===== config.mk =====
export PLATFORM = sky130hd
export DESIGN_NAME = ordered_value_list_table_top_flat
export DESIGN_NICKNAME = d
export VERILOG_FILES = /design/src/rtl/ovl_pkg.sv /design/src/rtl/ovl_if.sv /design/src/rtl/ovl_ram.sv /design/src/rtl/ovl_ctrl.sv /design/src/rtl/ordered_value_list_table_top.sv /design/src/flat_wrapper.sv
export SDC_FILE = /design/constraint.sdc
export NUM_CORES = 1
export LEC_CHECK = 0
export BUFFER_PORTS_ARGS = -buffer_cell sky130_fd_sc_hd__clkbuf_2
export CORE_MARGIN = 2
export CORE_UTILIZATION = 57
export DETAILED_ROUTE_END_ITERATION = 6
export PLACE_DENSITY = 0.83
export SLEW_MARGIN = 10
export SYNTH_ARGS = -nofsm -noshare
export SYNTH_HDL_FRONTEND = slang
export SYNTH_SLANG_ARGS = --single-unit

===== constraint.sdc =====
create_clock -name clk -period 4.2 [get_ports clk]
set_clock_uncertainty 0.05 [all_clocks]
set_input_delay 1.05 -clock clk [delete_from_list [all_inputs] [get_ports clk]]
set_output_delay 1.05 -clock clk [all_outputs]
set_load 0.05 [all_outputs]

===== src/rtl/ovl_pkg.sv =====
// Shared types and constants for the ordered value list table.
// No dependencies; ovl_if, ovl_ctrl and the top level import this package.
package ovl_pkg;

	// List capacity and the widths that follow from it.
	localparam int CAPACITY = 16;
	localparam int IDX_W    = (CAPACITY > 1) ? $clog2(CAPACITY) : 1;
	localparam int CNT_W    = $clog2(CAPACITY + 1);
	localparam int VAL_W    = 32;

	// Request kinds.
	localparam logic [1:0] KIND_INSERT = 2'd0;
	localparam logic [1:0] KIND_DELETE = 2'd1;
	localparam logic [1:0] KIND_SEARCH = 2'd2;

	// Result status codes.
	localparam logic [1:0] STAT_OK     = 2'd0;
	localparam logic [1:0] STAT_ABSENT = 2'd1;
	localparam logic [1:0] STAT_FULL   = 2'd2;

	// Request payload.
	typedef struct packed {
		logic [1:0]              kind;
		logic signed [VAL_W-1:0] value;
	} req_t;

	// Result payload.
	typedef struct packed {
		logic [1:0]              status;
		logic                    is_last;
		logic signed [VAL_W-1:0] next_value;
		logic [4:0]              count;
	} rsp_t;

	// Control of the element store, driven by the sequencer.
	typedef struct packed {
		logic             we;
		logic [IDX_W-1:0] waddr;
		logic [VAL_W-1:0] wdata;
		logic [IDX_W-1:0] raddr;
	} ram_ctl_t;

	// Sequencer states.
	typedef enum logic [2:0] {
		ST_IDLE,
		ST_INSERT,
		ST_SCAN,
		ST_SHIFT,
		ST_NEXT,
		ST_RESP
	} state_t;

endpackage


===== src/rtl/ovl_if.sv =====
// Valid/ready channel interfaces for requests and results.
// Depends on ovl_pkg for the payload types.
interface ovl_req_if;
	import ovl_pkg::*;
	logic valid;
	logic ready;
	req_t data;
	modport source (output valid, output data, input ready);
	modport sink (input valid, input data, output ready);
endinterface

interface ovl_rsp_if;
	import ovl_pkg::*;
	logic valid;
	logic ready;
	rsp_t data;
	modport source (output valid, output data, input ready);
	modport sink (input valid, input data, output ready);
endinterface


===== src/rtl/ovl_ram.sv =====
// Generic single-write, single-read RAM with a registered read port.
// No package dependencies.
module ovl_ram #(
	parameter int WIDTH = 32,
	parameter int DEPTH = 16
) (
	input  logic                                          clk,
	input  logic                                          we,
	input  logic [((DEPTH > 1) ? $clog2(DEPTH) : 1)-1:0] waddr,
	input  logic [WIDTH-1:0]                              wdata,
	input  logic [((DEPTH > 1) ? $clog2(DEPTH) : 1)-1:0] raddr,
	output logic [WIDTH-1:0]                              rdata
);
	logic [WIDTH-1:0] mem_q [DEPTH];

	// Write port and registered read port.
	always_ff @(posedge clk) begin
		if (we) begin
			mem_q[waddr] <= wdata;
		end
		rdata <= mem_q[raddr];
	end
endmodule


===== src/rtl/ovl_ctrl.sv =====
// Sequencer of the ordered value list: walks the element store through its
// single read port, compares, shifts entries down and forms the result.
// Depends on ovl_pkg.
module ovl_ctrl (
	input  logic                     clk,
	input  logic                     arst_n,
	input  logic                     req_valid,
	input  ovl_pkg::req_t            req_data,
	output logic                     req_ready,
	output ovl_pkg::ram_ctl_t        ram_ctl,
	input  logic [ovl_pkg::VAL_W-1:0] rd_data,
	input  logic                     out_free,
	output logic                     res_valid,
	output ovl_pkg::rsp_t            res
);
	import ovl_pkg::*;

	state_t                  state_q, state_d;
	logic [CNT_W-1:0]        count_q;
	logic [CNT_W-1:0]        ptr_q;
	logic [IDX_W-1:0]        wp_q;
	logic                    pend_q;
	logic [1:0]              kind_q;
	logic signed [VAL_W-1:0] value_q;
	logic [1:0]              res_status_q;
	logic                    res_last_q;
	logic signed [VAL_W-1:0] res_next_q;

	logic accept;
	logic issue;
	logic hit;
	logic more;
	logic full;

	assign accept = req_valid && req_ready;
	assign more   = ptr_q < count_q;
	assign full   = count_q >= CNT_W'(CAPACITY);
	assign hit    = (state_q == ST_SCAN) && pend_q && (rd_data == value_q);

	// Next state.
	always_comb begin
		state_d = state_q;
		unique case (state_q)
			ST_IDLE: begin
				if (req_valid) begin
					unique case (req_data.kind)
						KIND_INSERT: state_d = full ? ST_RESP : ST_INSERT;
						KIND_DELETE: state_d = ST_SCAN;
						KIND_SEARCH: state_d = ST_SCAN;
						default:     state_d = ST_RESP;
					endcase
				end
			end
			ST_INSERT: state_d = ST_RESP;
			ST_SCAN: begin
				if (hit) begin
					if (kind_q == KIND_DELETE) begin
						state_d = ST_SHIFT;
					end else begin
						state_d = more ? ST_NEXT : ST_RESP;
					end
				end else if (!pend_q && !more) begin
					state_d = ST_RESP;
				end
			end
			ST_SHIFT: begin
				if (!pend_q && !more) begin
					state_d = ST_RESP;
				end
			end
			ST_NEXT: state_d = ST_RESP;
			ST_RESP: begin
				if (out_free) begin
					state_d = ST_IDLE;
				end
			end
			default: state_d = ST_IDLE;
		endcase
	end

	// Outputs: handshake, store access and result fields.
	always_comb begin
		req_ready     = (state_q == ST_IDLE);
		res_valid     = (state_q == ST_RESP);
		issue         = ((state_q == ST_SCAN) || (state_q == ST_SHIFT)) && more;
		ram_ctl.raddr = ptr_q[IDX_W-1:0];
		ram_ctl.we    = 1'b0;
		ram_ctl.waddr = wp_q;
		ram_ctl.wdata = rd_data;
		unique case (state_q)
			ST_INSERT: begin
				ram_ctl.we    = 1'b1;
				ram_ctl.waddr = count_q[IDX_W-1:0];
				ram_ctl.wdata = value_q;
			end
			ST_SHIFT: ram_ctl.we = pend_q;
			default: ;
		endcase
		res.status     = res_status_q;
		res.is_last    = res_last_q;
		res.next_value = res_next_q;
		res.count      = 5'(count_q);
	end

	// Control registers.
	always_ff @(posedge clk or negedge arst_n) begin
		if (!arst_n) begin
			state_q <= ST_IDLE;
			count_q <= '0;
			ptr_q   <= '0;
			wp_q    <= '0;
			pend_q  <= 1'b0;
		end else begin
			state_q <= state_d;
			pend_q  <= issue;
			if (accept) begin
				ptr_q <= '0;
			end else if (issue) begin
				ptr_q <= ptr_q + CNT_W'(1);
			end
			if (state_q == ST_INSERT) begin
				count_q <= count_q + CNT_W'(1);
			end
			// The hit entry sits one below the read pointer; the shift
			// writes from there onward.
			if (hit) begin
				wp_q <= IDX_W'(ptr_q - CNT_W'(1));
			end else if ((state_q == ST_SHIFT) && pend_q) begin
				wp_q <= wp_q + IDX_W'(1);
			end
			if ((state_q == ST_SHIFT) && !pend_q && !more) begin
				count_q <= count_q - CNT_W'(1);
			end
		end
	end

	// Request and result payload registers.
	always_ff @(posedge clk) begin
		if (accept) begin
			kind_q       <= req_data.kind;
			value_q      <= req_data.value;
			res_status_q <= ((req_data.kind == KIND_INSERT) && full) ? STAT_FULL : STAT_OK;
			res_last_q   <= 1'b0;
			res_next_q   <= '0;
		end
		if ((state_q == ST_SCAN) && !hit && !pend_q && !more) begin
			res_status_q <= STAT_ABSENT;
		end
		if (hit && (kind_q == KIND_SEARCH) && !more) begin
			res_last_q <= 1'b1;
		end
		if (state_q == ST_NEXT) begin
			res_next_q <= rd_data;
		end
	end
endmodule


===== src/rtl/ordered_value_list_table_top.sv =====
// Top level of the ordered value list table: element store, sequencer and
// result register. Depends on ovl_pkg, ovl_if, ovl_ram and ovl_ctrl.
//
//   channel  dir  payload                              handshake
//   req      in   kind, value                          valid/ready
//   rsp      out  status, is_last, next_value, count   valid/ready
//
// A request that inserts into a full list or has the unused kind goes straight
// to the result, a plain insert first writes the new entry at the end of the
// list, and a search or delete walks the list through the single read port of
// the element store, one entry per cycle.
// Reset clears the element count and the sequencer; the store is not cleared.
// A result waits in the output register while the next request is taken;
// a stalled result holds the sequencer only when the next one is ready.
module ordered_value_list_table_top (
	input logic         clk,
	input logic         arst_n,
	ovl_req_if.sink     req,
	ovl_rsp_if.source   rsp
);
	import ovl_pkg::*;

	ram_ctl_t         ram_ctl;
	logic [VAL_W-1:0] rd_data;
	logic             res_valid;
	rsp_t             res;
	logic             out_free;
	logic             out_valid_q;
	rsp_t             out_data_q;

	assign out_free  = !out_valid_q || rsp.ready;
	assign rsp.valid = out_valid_q;
	assign rsp.data  = out_data_q;

	ovl_ram #(
		.WIDTH (VAL_W),
		.DEPTH (CAPACITY)
	) u_store (
		.clk   (clk),
		.we    (ram_ctl.we),
		.waddr (ram_ctl.waddr),
		.wdata (ram_ctl.wdata),
		.raddr (ram_ctl.raddr),
		.rdata (rd_data)
	);

	ovl_ctrl u_ctrl (
		.clk       (clk),
		.arst_n    (arst_n),
		.req_valid (req.valid),
		.req_data  (req.data),
		.req_ready (req.ready),
		.ram_ctl   (ram_ctl),
		.rd_data   (rd_data),
		.out_free  (out_free),
		.res_valid (res_valid),
		.res       (res)
	);

	// Output register valid flag.
	always_ff @(posedge clk or negedge arst_n) begin
		if (!arst_n) begin
			out_valid_q <= 1'b0;
		end else if (out_free) begin
			out_valid_q <= res_valid;
		end
	end

	// Output register payload.
	always_ff @(posedge clk) begin
		if (out_free && res_valid) begin
			out_data_q <= res;
		end
	end
endmodule

===== src/flat_wrapper.sv =====
// flat-port wrapper written by rule: the top's interface ports become plain ports
module ordered_value_list_table_top_flat import ovl_pkg::*;
  (clk, arst_n, req_valid, req_data, req_ready, rsp_valid, rsp_data, rsp_ready);
  ovl_req_if req_i ();
  ovl_rsp_if rsp_i ();
  input logic clk;
  input logic arst_n;
  input wire logic [$bits(req_i.valid)-1:0] req_valid;
  input wire logic [$bits(req_i.data)-1:0] req_data;
  output wire logic [$bits(req_i.ready)-1:0] req_ready;
  output wire logic [$bits(rsp_i.valid)-1:0] rsp_valid;
  output wire logic [$bits(rsp_i.data)-1:0] rsp_data;
  input wire logic [$bits(rsp_i.ready)-1:0] rsp_ready;
  assign req_i.valid = req_valid;
  assign req_i.data = req_data;
  assign req_ready = req_i.ready;
  assign rsp_valid = rsp_i.valid;
  assign rsp_data = rsp_i.data;
  assign rsp_i.ready = rsp_ready;
  ordered_value_list_table_top u_core (.clk(clk), .arst_n(arst_n), .req(req_i), .rsp(rsp_i));
endmodule

==> impl_results.md, run 1 <==
- Maximum Capacitance Violations: 0
- Element type at the critical path start: flip-flop
- Starting Density: 0.577
- Crit Path Max Fanout: 21
- CTS resizes: 0
- Yosys reg bits: 672
- Largest delay share family, worst path: simple AND/OR/NAND/NOR gates
- XOR/XNOR share of the synthesized area: 0.0151
- Critical path capture point type: flip-flop
- Crit path DAT: 3.58 ns
- Max layer used: met4
- Final std cells w/o fill: 1934
- Fill count: 2637
- Combined global-route utilization of all metal layers: 0.252
- Min-delay worst type: reg -> reg
- Slew HR: 0.245
- Yosys warnings: 0
- Final GP Congestion: roughly 0.84
- DRC: 0
- Core area: 44200 um2
- Critical-path cell list: nand2b_1 -> nor2_4 -> buf_4 -> a31oi_1 -> nor2_4 -> buf_4
- Worst-margin pin slew: 1.13 ns
- Layout cells sized above 1: 0.315
- H-tree depth: 3
- Dpl hpwl: about 30000 um
- Detail Route met3 WL: 5280 um
- Vias in the first global route: 12.8k
- Fraction of the mapped netlist area in adder cells: 0.00490
- Clock Tree Buf Depth: 3
- Fin crit share: 0.803
- Setup TNS Final: 0 ns
- Final hold violations: 0
- Leak Pwr: 0.00935 uW
- Cts hold-fix bufs: 0
- TritonCTS buffer count: 68
- Pwr/cell area: 745 nW/um2
- Crit path time final: 3.37 ns
- WP buf/inv: 2
- Die Span X: 216 um
- Mapped cell area: roughly 26000 um2
- Crit path kind: reg -> reg
- Ports: 80
- Compound-Gate Fraction of Synth Area: 0.0108
- Diodes inserted: 0
- Pin count of the biggest net entering global routing: 64
- Final WS setup: 0.827 ns
- Die H: 216 um
- Worst VDD drop: around 410 uV
- Met2 routed WL: 28100 um
- Outcome: complete, no violations
- DP Worst Slack: between 0.8 and 0.9 ns
- I/O Buffers: between 70 and 80
- Slowest stage delay, CP: 0.69 ns
- Post-DR vias/cell: 6.34
- Fmax: between 200 and 300 MHz
- Initial antenna violation count: 2
- DR vias: 12.3k
- Final Max Slew Viols: 0
- Final setup fails: 0
- Register area share after synthesis: 0.773
- TritonCTS Sinks: 672
- DRT Pass-1 Iters: 5
- CTS Root Cell: clkbuf_16
- # Post-CTS Setup Buffers: 0
- Worst hold slack: roughly 0.36 ns
- Worst-path clk slew: 0.06 ns
- Count of cell types in the netlist: 46
- Wl on met1: 21200 um
- Syn Area/Cell: 21.9 um2
- Core Rows: 77
- Multiplexer share of the synthesized area: 0.156
- Avg WL per Cell: 29.2 um
- Post-Synthesis Cells: 1163
- Remaining antenna violation count: 0
- CP max-delay cell: nor2_4
- Simple-Gate Fraction of Synth Area: 0.0266
- Final #Nets: 1338
- First-pass GRT wire length: roughly 84000 um
- Skew-Pair Late Insertion Delay: 0.59 ns
- CTS tree: built
- Syn-to-layout area delta: 13.6%
- Synth top area share: 0.727
- Net Count, Synth: 1211
- Final Routed Wirelength: 56500 um
- Placed cells: 1812
- RSZ-0062 raised after global routing: false
- Largest family of logic cells by synthesized area: multiplexers
- CP required: 4.40 ns
- Area leader, netlist: edfxtp_1
- Drt first-iter violations: 1602
- Die footprint: 46500 um2
- Top post-synthesis cells by area: edfxtp_1, mux4_2, dfxtp_1, dfrtp_1, mux2_2
- Total grt overflow: 0
## through the flow
step | total power, uW | utilization | instance area (um2)
2_1_floorplan | 13800 | - | 25500
3_3_place_gp | 15400 | 0.606 | 26800
6_report | 21600 | 0.655 | 29000
5_1_grt | 22300 | 0.655 | 29000
3_5_place_dp | 15600 | 0.606 | 26800
4_1_cts | 21700 | 0.655 | 29000
## placed cells by master (no fill, tap or decap), types with 4 or more instances in the layout
cell type,synthesis,routed
a21oi_1,8,8
inv_1,15,14
dfrtp_1,19,15
xor2_1,34,34
nand4_1,4,4
nor2_1,34,15
clkbuf_2,0,79
and2_1,34,34
clkbuf_1,18,19
nand2_1,24,24
clkbuf_16,0,71
a31oi_1,8,8
nor2_4,0,18
xnor2_1,10,10
o21ai_0,9,8
o21ai_1,6,6
edfxtp_1,618,618
nor3_1,8,8
mux2_2,32,32
clkinv_1,0,8
mux4_2,160,160
nand2b_1,4,4
clkbuf_8,0,9
clkinv_2,0,6
nor4_1,7,7
nand3_1,5,5
dfxtp_1,35,35
bufinv_16,0,4
ha_1,10,10
buf_4,1,26
## path summary, 6_finish.rpt
| kind | startpoint | depth (start not counted) | slack, ns | end |
|---|---|---|---|---|
| max in group asynchronous | arst_n | 1 | 3.32 | u_core.u_ctrl.ptr_q[1]$_DFFE_PN0P_ |
| max reg2reg | u_core.u_ctrl.state_q[0]$_DFFE_PN0P_ | 6 | 0.83 | u_core.u_store.mem_q[13][18]$_DFFE_PP_ |
| min in group asynchronous | arst_n | 1 | 0.38 | u_core.u_ctrl.count_q[3]$_DFFE_PN0P_ |
| min | u_core.u_ctrl.res_next_q[30]$_SDFFCE_PN0P_ | 0 | 0.36 | u_core.rsp.data[35]$_DFFE_PP_ |
| max | u_core.u_ctrl.state_q[0]$_DFFE_PN0P_ | 6 | 0.83 | u_core.u_store.mem_q[13][18]$_DFFE_PP_ |
| min reg2reg | u_core.u_ctrl.res_next_q[30]$_SDFFCE_PN0P_ | 0 | 0.36 | u_core.rsp.data[35]$_DFFE_PP_ |
## cell usage after synthesis, drive strengths merged
cell,instances
edfxtp,618
mux4,160
dfxtp,35
and2,34
nor2,34
xor2,34
buf,33
mux2,33
nand2,24
dfrtp,19
clkbuf,18
inv,15
o21ai,15
ha,10
xnor2,10
a21oi,9
a31oi,8
nor3,8
nor4,7
nand3,5
nand2b,4
nand4,4
nor2b,3
a21o,2
a32oi,2
and3,2
nand3b,2
nor3b,2
o211ai,2
a211oi,1
a21boi,1
a31o,1
mux2i,1
o21bai,1
o221a,1
o22ai,1
or2,1
or3,1
or3b,1
or4,1
## worst reg2reg max path, cell delays in order, from the launching register on
cell	delay (ns)
dfrtp_1	0.59
nand2b_1	0.19
nor2_4	0.23
buf_4	0.40
a31oi_1	0.41
nor2_4	0.69
buf_4	0.46
## cells by family after synthesis
logic type	Yosys count
DFF	672
muxes	194
and+or+nand+nor	133
buffers and inverters	66
AOI/OAI and AO/OA	44
xor gates and xnor gates	44
adders and majority gates	10
## routing by layer
metal | global-route usage | up-vias
li1 | - | 5015
met1 | 0.339 | 6378
met2 | 0.410 | 736
met3 | 0.0544 | 126
met4 | 0.0970 | 0
met5 | 0 | -
## registers in the layout, summed over array words and instances, names as in the netlist
name,count
u_core.u_ctrl.count_q,5
u_core.u_ctrl.value_q,32
u_core.u_ctrl.wp_q,4
u_core.u_ctrl.res_status_q,2
u_core.u_store.rdata,32
u_core.u_ctrl.pend_q,1
u_core.u_ctrl.res_last_q,1
u_core.rsp.valid,1
u_core.u_ctrl.res_next_q,32
u_core.u_ctrl.state_q,3
u_core.u_ctrl.ptr_q,5
u_core.u_store.mem_q,512
u_core.u_ctrl.kind_q,2
u_core.rsp.data,40
## layout make-up
| cell class | instances | area [um2] | area share |
|---|---|---|---|
| inverter | 15 | 56.3 | 0.00194 |
| timing repair buffer | 108 | 651 | 0.0224 |
| clock buffer | 99 | 1970 | 0.0680 |
| multi-input combinational | 425 | 5600 | 0.193 |
| clock inverter | 23 | 220 | 0.00760 |
| tap | 592 | 741 | 0.0256 |
| sequential | 672 | 19700 | 0.681 |
## power breakdown
group | leakage [uW] | switching [uW] | internal (uW) | total (uW)
clock | 0.00106 | 2440 | 3510 | 5940
combinational | 0.00214 | 3660 | 1850 | 5510
sequential | 0.00614 | 604 | 9530 | 10100
total | 0.00935 | 6700 | 14900 | 21600
No activity file was read; power rests on OpenSTA's default activity.
==> inputs of run 2 (changes only) <==
--- a/config.mk
+++ b/config.mk
@@ -7,9 +7,9 @@
 export LEC_CHECK = 0
 export BUFFER_PORTS_ARGS = -buffer_cell sky130_fd_sc_hd__clkbuf_2
 export CORE_MARGIN = 2
-export CORE_UTILIZATION = 57
+export CORE_UTILIZATION = 56
 export DETAILED_ROUTE_END_ITERATION = 6
-export PLACE_DENSITY = 0.83
+export PLACE_DENSITY = 0.85
 export SLEW_MARGIN = 10
 export SYNTH_ARGS = -nofsm -noshare
 export SYNTH_HDL_FRONTEND = slang
==> constraint.sdc (replaced) <==
create_clock -name clk -period 2.8 [get_ports clk]
set_clock_uncertainty 0.05 [all_clocks]
set_input_delay 0.7 -clock clk [delete_from_list [all_inputs] [get_ports clk]]
set_output_delay 0.7 -clock clk [all_outputs]
set_load 0.05 [all_outputs]
==> impl_results.md, run 2 (synthesized netlist as in run 1, its figures left out) <==
- Outcome: complete, no violations
- Crit path time final: 2.71 ns
- Cells on worst reg2reg path: 6
- CTS tree: built
- First-pass GRT wire length: 85900 um
- Core area: between 40000 and 50000 um2
- Max FFs per register: slightly above 500
- Final setup fails: 0
- Crit Path Max Fanout: 18
- I/O Buffers: 79
- TritonCTS Sinks: 672
- DR vias: 12.6k
- Dpl hpwl: 31800 um
- Core Rows: about 80
- Final #Nets: 1366
- Pwr/cell area: 1120 nW/um2
- Layout cells sized above 1: 0.337
- Clock Tree Buf Depth: 3
- Crit path kind: reg -> reg
- Final Routed Wirelength: 59300 um
- CP required: 3.03 ns
- Fmax: approximately 370 MHz
- Worst-path clk slew: 0.06 ns
- Drt first-iter violations: roughly 1.5k
- Slowest stage delay, CP: 0.85 ns
- Die H: 217 um
- Final WS setup: 0.0936 ns
- DRC: 0
- Final Max Slew Viols: 0
- DP Worst Slack: -0.0939 ns
- Combined global-route utilization of all metal layers: 0.255
- Setup TNS Final: 0 ns
- Element type at the critical path start: flip-flop
- Most frequent cells in the layout: edfxtp_1, mux4_2, clkbuf_2
- Largest delay share family, worst path: compound AO/OA/AOI/OAI gates
- Worst VDD drop: 802 uV
- Avg WL per Cell: roughly 30 um
- Maximum Capacitance Violations: 0
- RSZ-0062 raised after global routing: false
- Slew HR: 0.228
- Initial antenna violation count: 0
- Fill count: ~2.7k
- Starting Density: 0.565
- Final core occ: 0.652
- Leak Pwr: around 0.0096 uW
- Final hold violations: 0
- Critical path capture point type: flip-flop
- Final GP Congestion: 0.892
- Min-delay worst type: in -> async
- Fin crit share: 0.967
- Die footprint: approximately 47000 um2
- H-tree depth: 3
- Worst-margin pin slew: 1.15 ns
- Fin area: 29500 um2
- Vias in the first global route: 13.2k
- Cts hold-fix bufs: 0
- Die Span X: 217 um
- TritonCTS buffer count: 67
- CTS Root Cell: clkbuf_16
- Skew-Pair Late Insertion Delay: 0.59 ns
- WP buf/inv: 1
- Pin count of the biggest net entering global routing: 134
- Post-DR vias/cell: 6.37
- Total grt overflow: 0
- Crit path top cell by count: nor2_4
- Critical-path cell list: nand2b_1 -> nor2_4 -> nor3b_1 -> a31oi_1 -> nor2_4 -> buf_4
- CP max-delay cell: a31oi_1
- Worst path depth: 6
- Remaining antenna violation count: 0
- Reg with most FFs: u_core.u_store.mem_q
- Ports: 80
- DP Area: 27100 um2
- DRT Pass-1 Iters: 5
- Syn-to-layout area delta: 15.5%
- Crit path DAT: 2.94 ns
- Most common cell after layout, fill and taps aside: edfxtp_1
[run 2: changes by cell type in the layout (fill, tap and decap cells not counted), moves of 4 or more]
| cell | before | now |
|---|---|---|
| clkbuf_8 | 9 | 4 |
| bufinv_16 | 4 | 8 |
| buf_4 | 26 | 41 |
| clkinv_2 | 6 | 11 |
| buf_12 | 3 | 17 |
| clkbuf_1 | 19 | 15 |
[run 2: path summary, 6_finish.rpt]
check	from	end	slack (ns)
worst max-delay path	u_core.u_ctrl.state_q[0]$_DFFE_PN0P_	u_core.u_store.mem_q[5][23]$_DFFE_PP_	0.09
worst min-delay path	arst_n	u_core.u_ctrl.ptr_q[2]$_DFFE_PN0P_	0.03
worst max register to register	u_core.u_ctrl.state_q[0]$_DFFE_PN0P_	u_core.u_store.mem_q[5][23]$_DFFE_PP_	0.09
worst min register to register	u_core.u_ctrl.res_next_q[2]$_SDFFCE_PN0P_	u_core.rsp.data[7]$_DFFE_PP_	0.36
max in group asynchronous	arst_n	u_core.u_ctrl.ptr_q[0]$_DFFE_PN0P_	2.29
min in group clk	req_data[4]	u_core.u_ctrl.value_q[4]$_DFFE_PP_	0.23
[run 2: final cells by class]
cell class | count | area [um2] | area share
flip-flops and latches | 672 | 19700 | 0.670
inverters | 15 | 60.1 | 0.00204
multi-input cells | 425 | 5630 | 0.191
clock buffers | 88 | 1840 | 0.0624
repair buffers | 137 | 1040 | 0.0354
clock inverters | 35 | 403 | 0.0137
diodes | 1 | 2.50 | 0.0000849
well taps | 600 | 751 | 0.0255
[run 2: worst reg2reg max path: cells and delay by family (launching register included)]
| kind | cells | cell delay (ns) |
|---|---|---|
| AOI/OAI and AO/OA | 1 | 0.85 |
| and+or+nand+nor | 4 | 0.69 |
| DFF | 1 | 0.51 |
| buffers and inverters | 1 | 0.29 |
[run 2: layer usage]
layer  track usage  share of wire  vias up
li1              -              -     5081
met5             0              0        -
met2         0.429           0.51      832
met3        0.0552          0.093      135
met1         0.332           0.36     6515
met4        0.0872          0.032        0
[run 2: metrics by stage]
| step | hold WS (ns) | cells | power (uW) |
|---|---|---|---|
| 2_1_floorplan | 0.350 | 1163 | 20700 |
| 3_3_place_gp | 0.352 | 1842 | 23200 |
| 3_5_place_dp | 0.355 | 1842 | 23600 |
| 4_1_cts | 0.0289 | 1965 | 32900 |
| 5_1_grt | 0.0607 | 1972 | 34000 |
| 6_report | 0.0263 | 1973 | 32900 |
[run 2: timing repair]
item,in CTS,in global routing
buffers inserted,0,7
pin swaps,0,2
endpoints found under the setup margin,7,391
resized for setup,1,5
[run 2: power breakdown]
part / switching (uW) / internal [uW] / total [uW]
registers: 822 / 14300 / 15100
logic: 5660 / 3000 / 8650
clock network: 3740 / 5400 / 9140
total: 10200 / 22700 / 32900
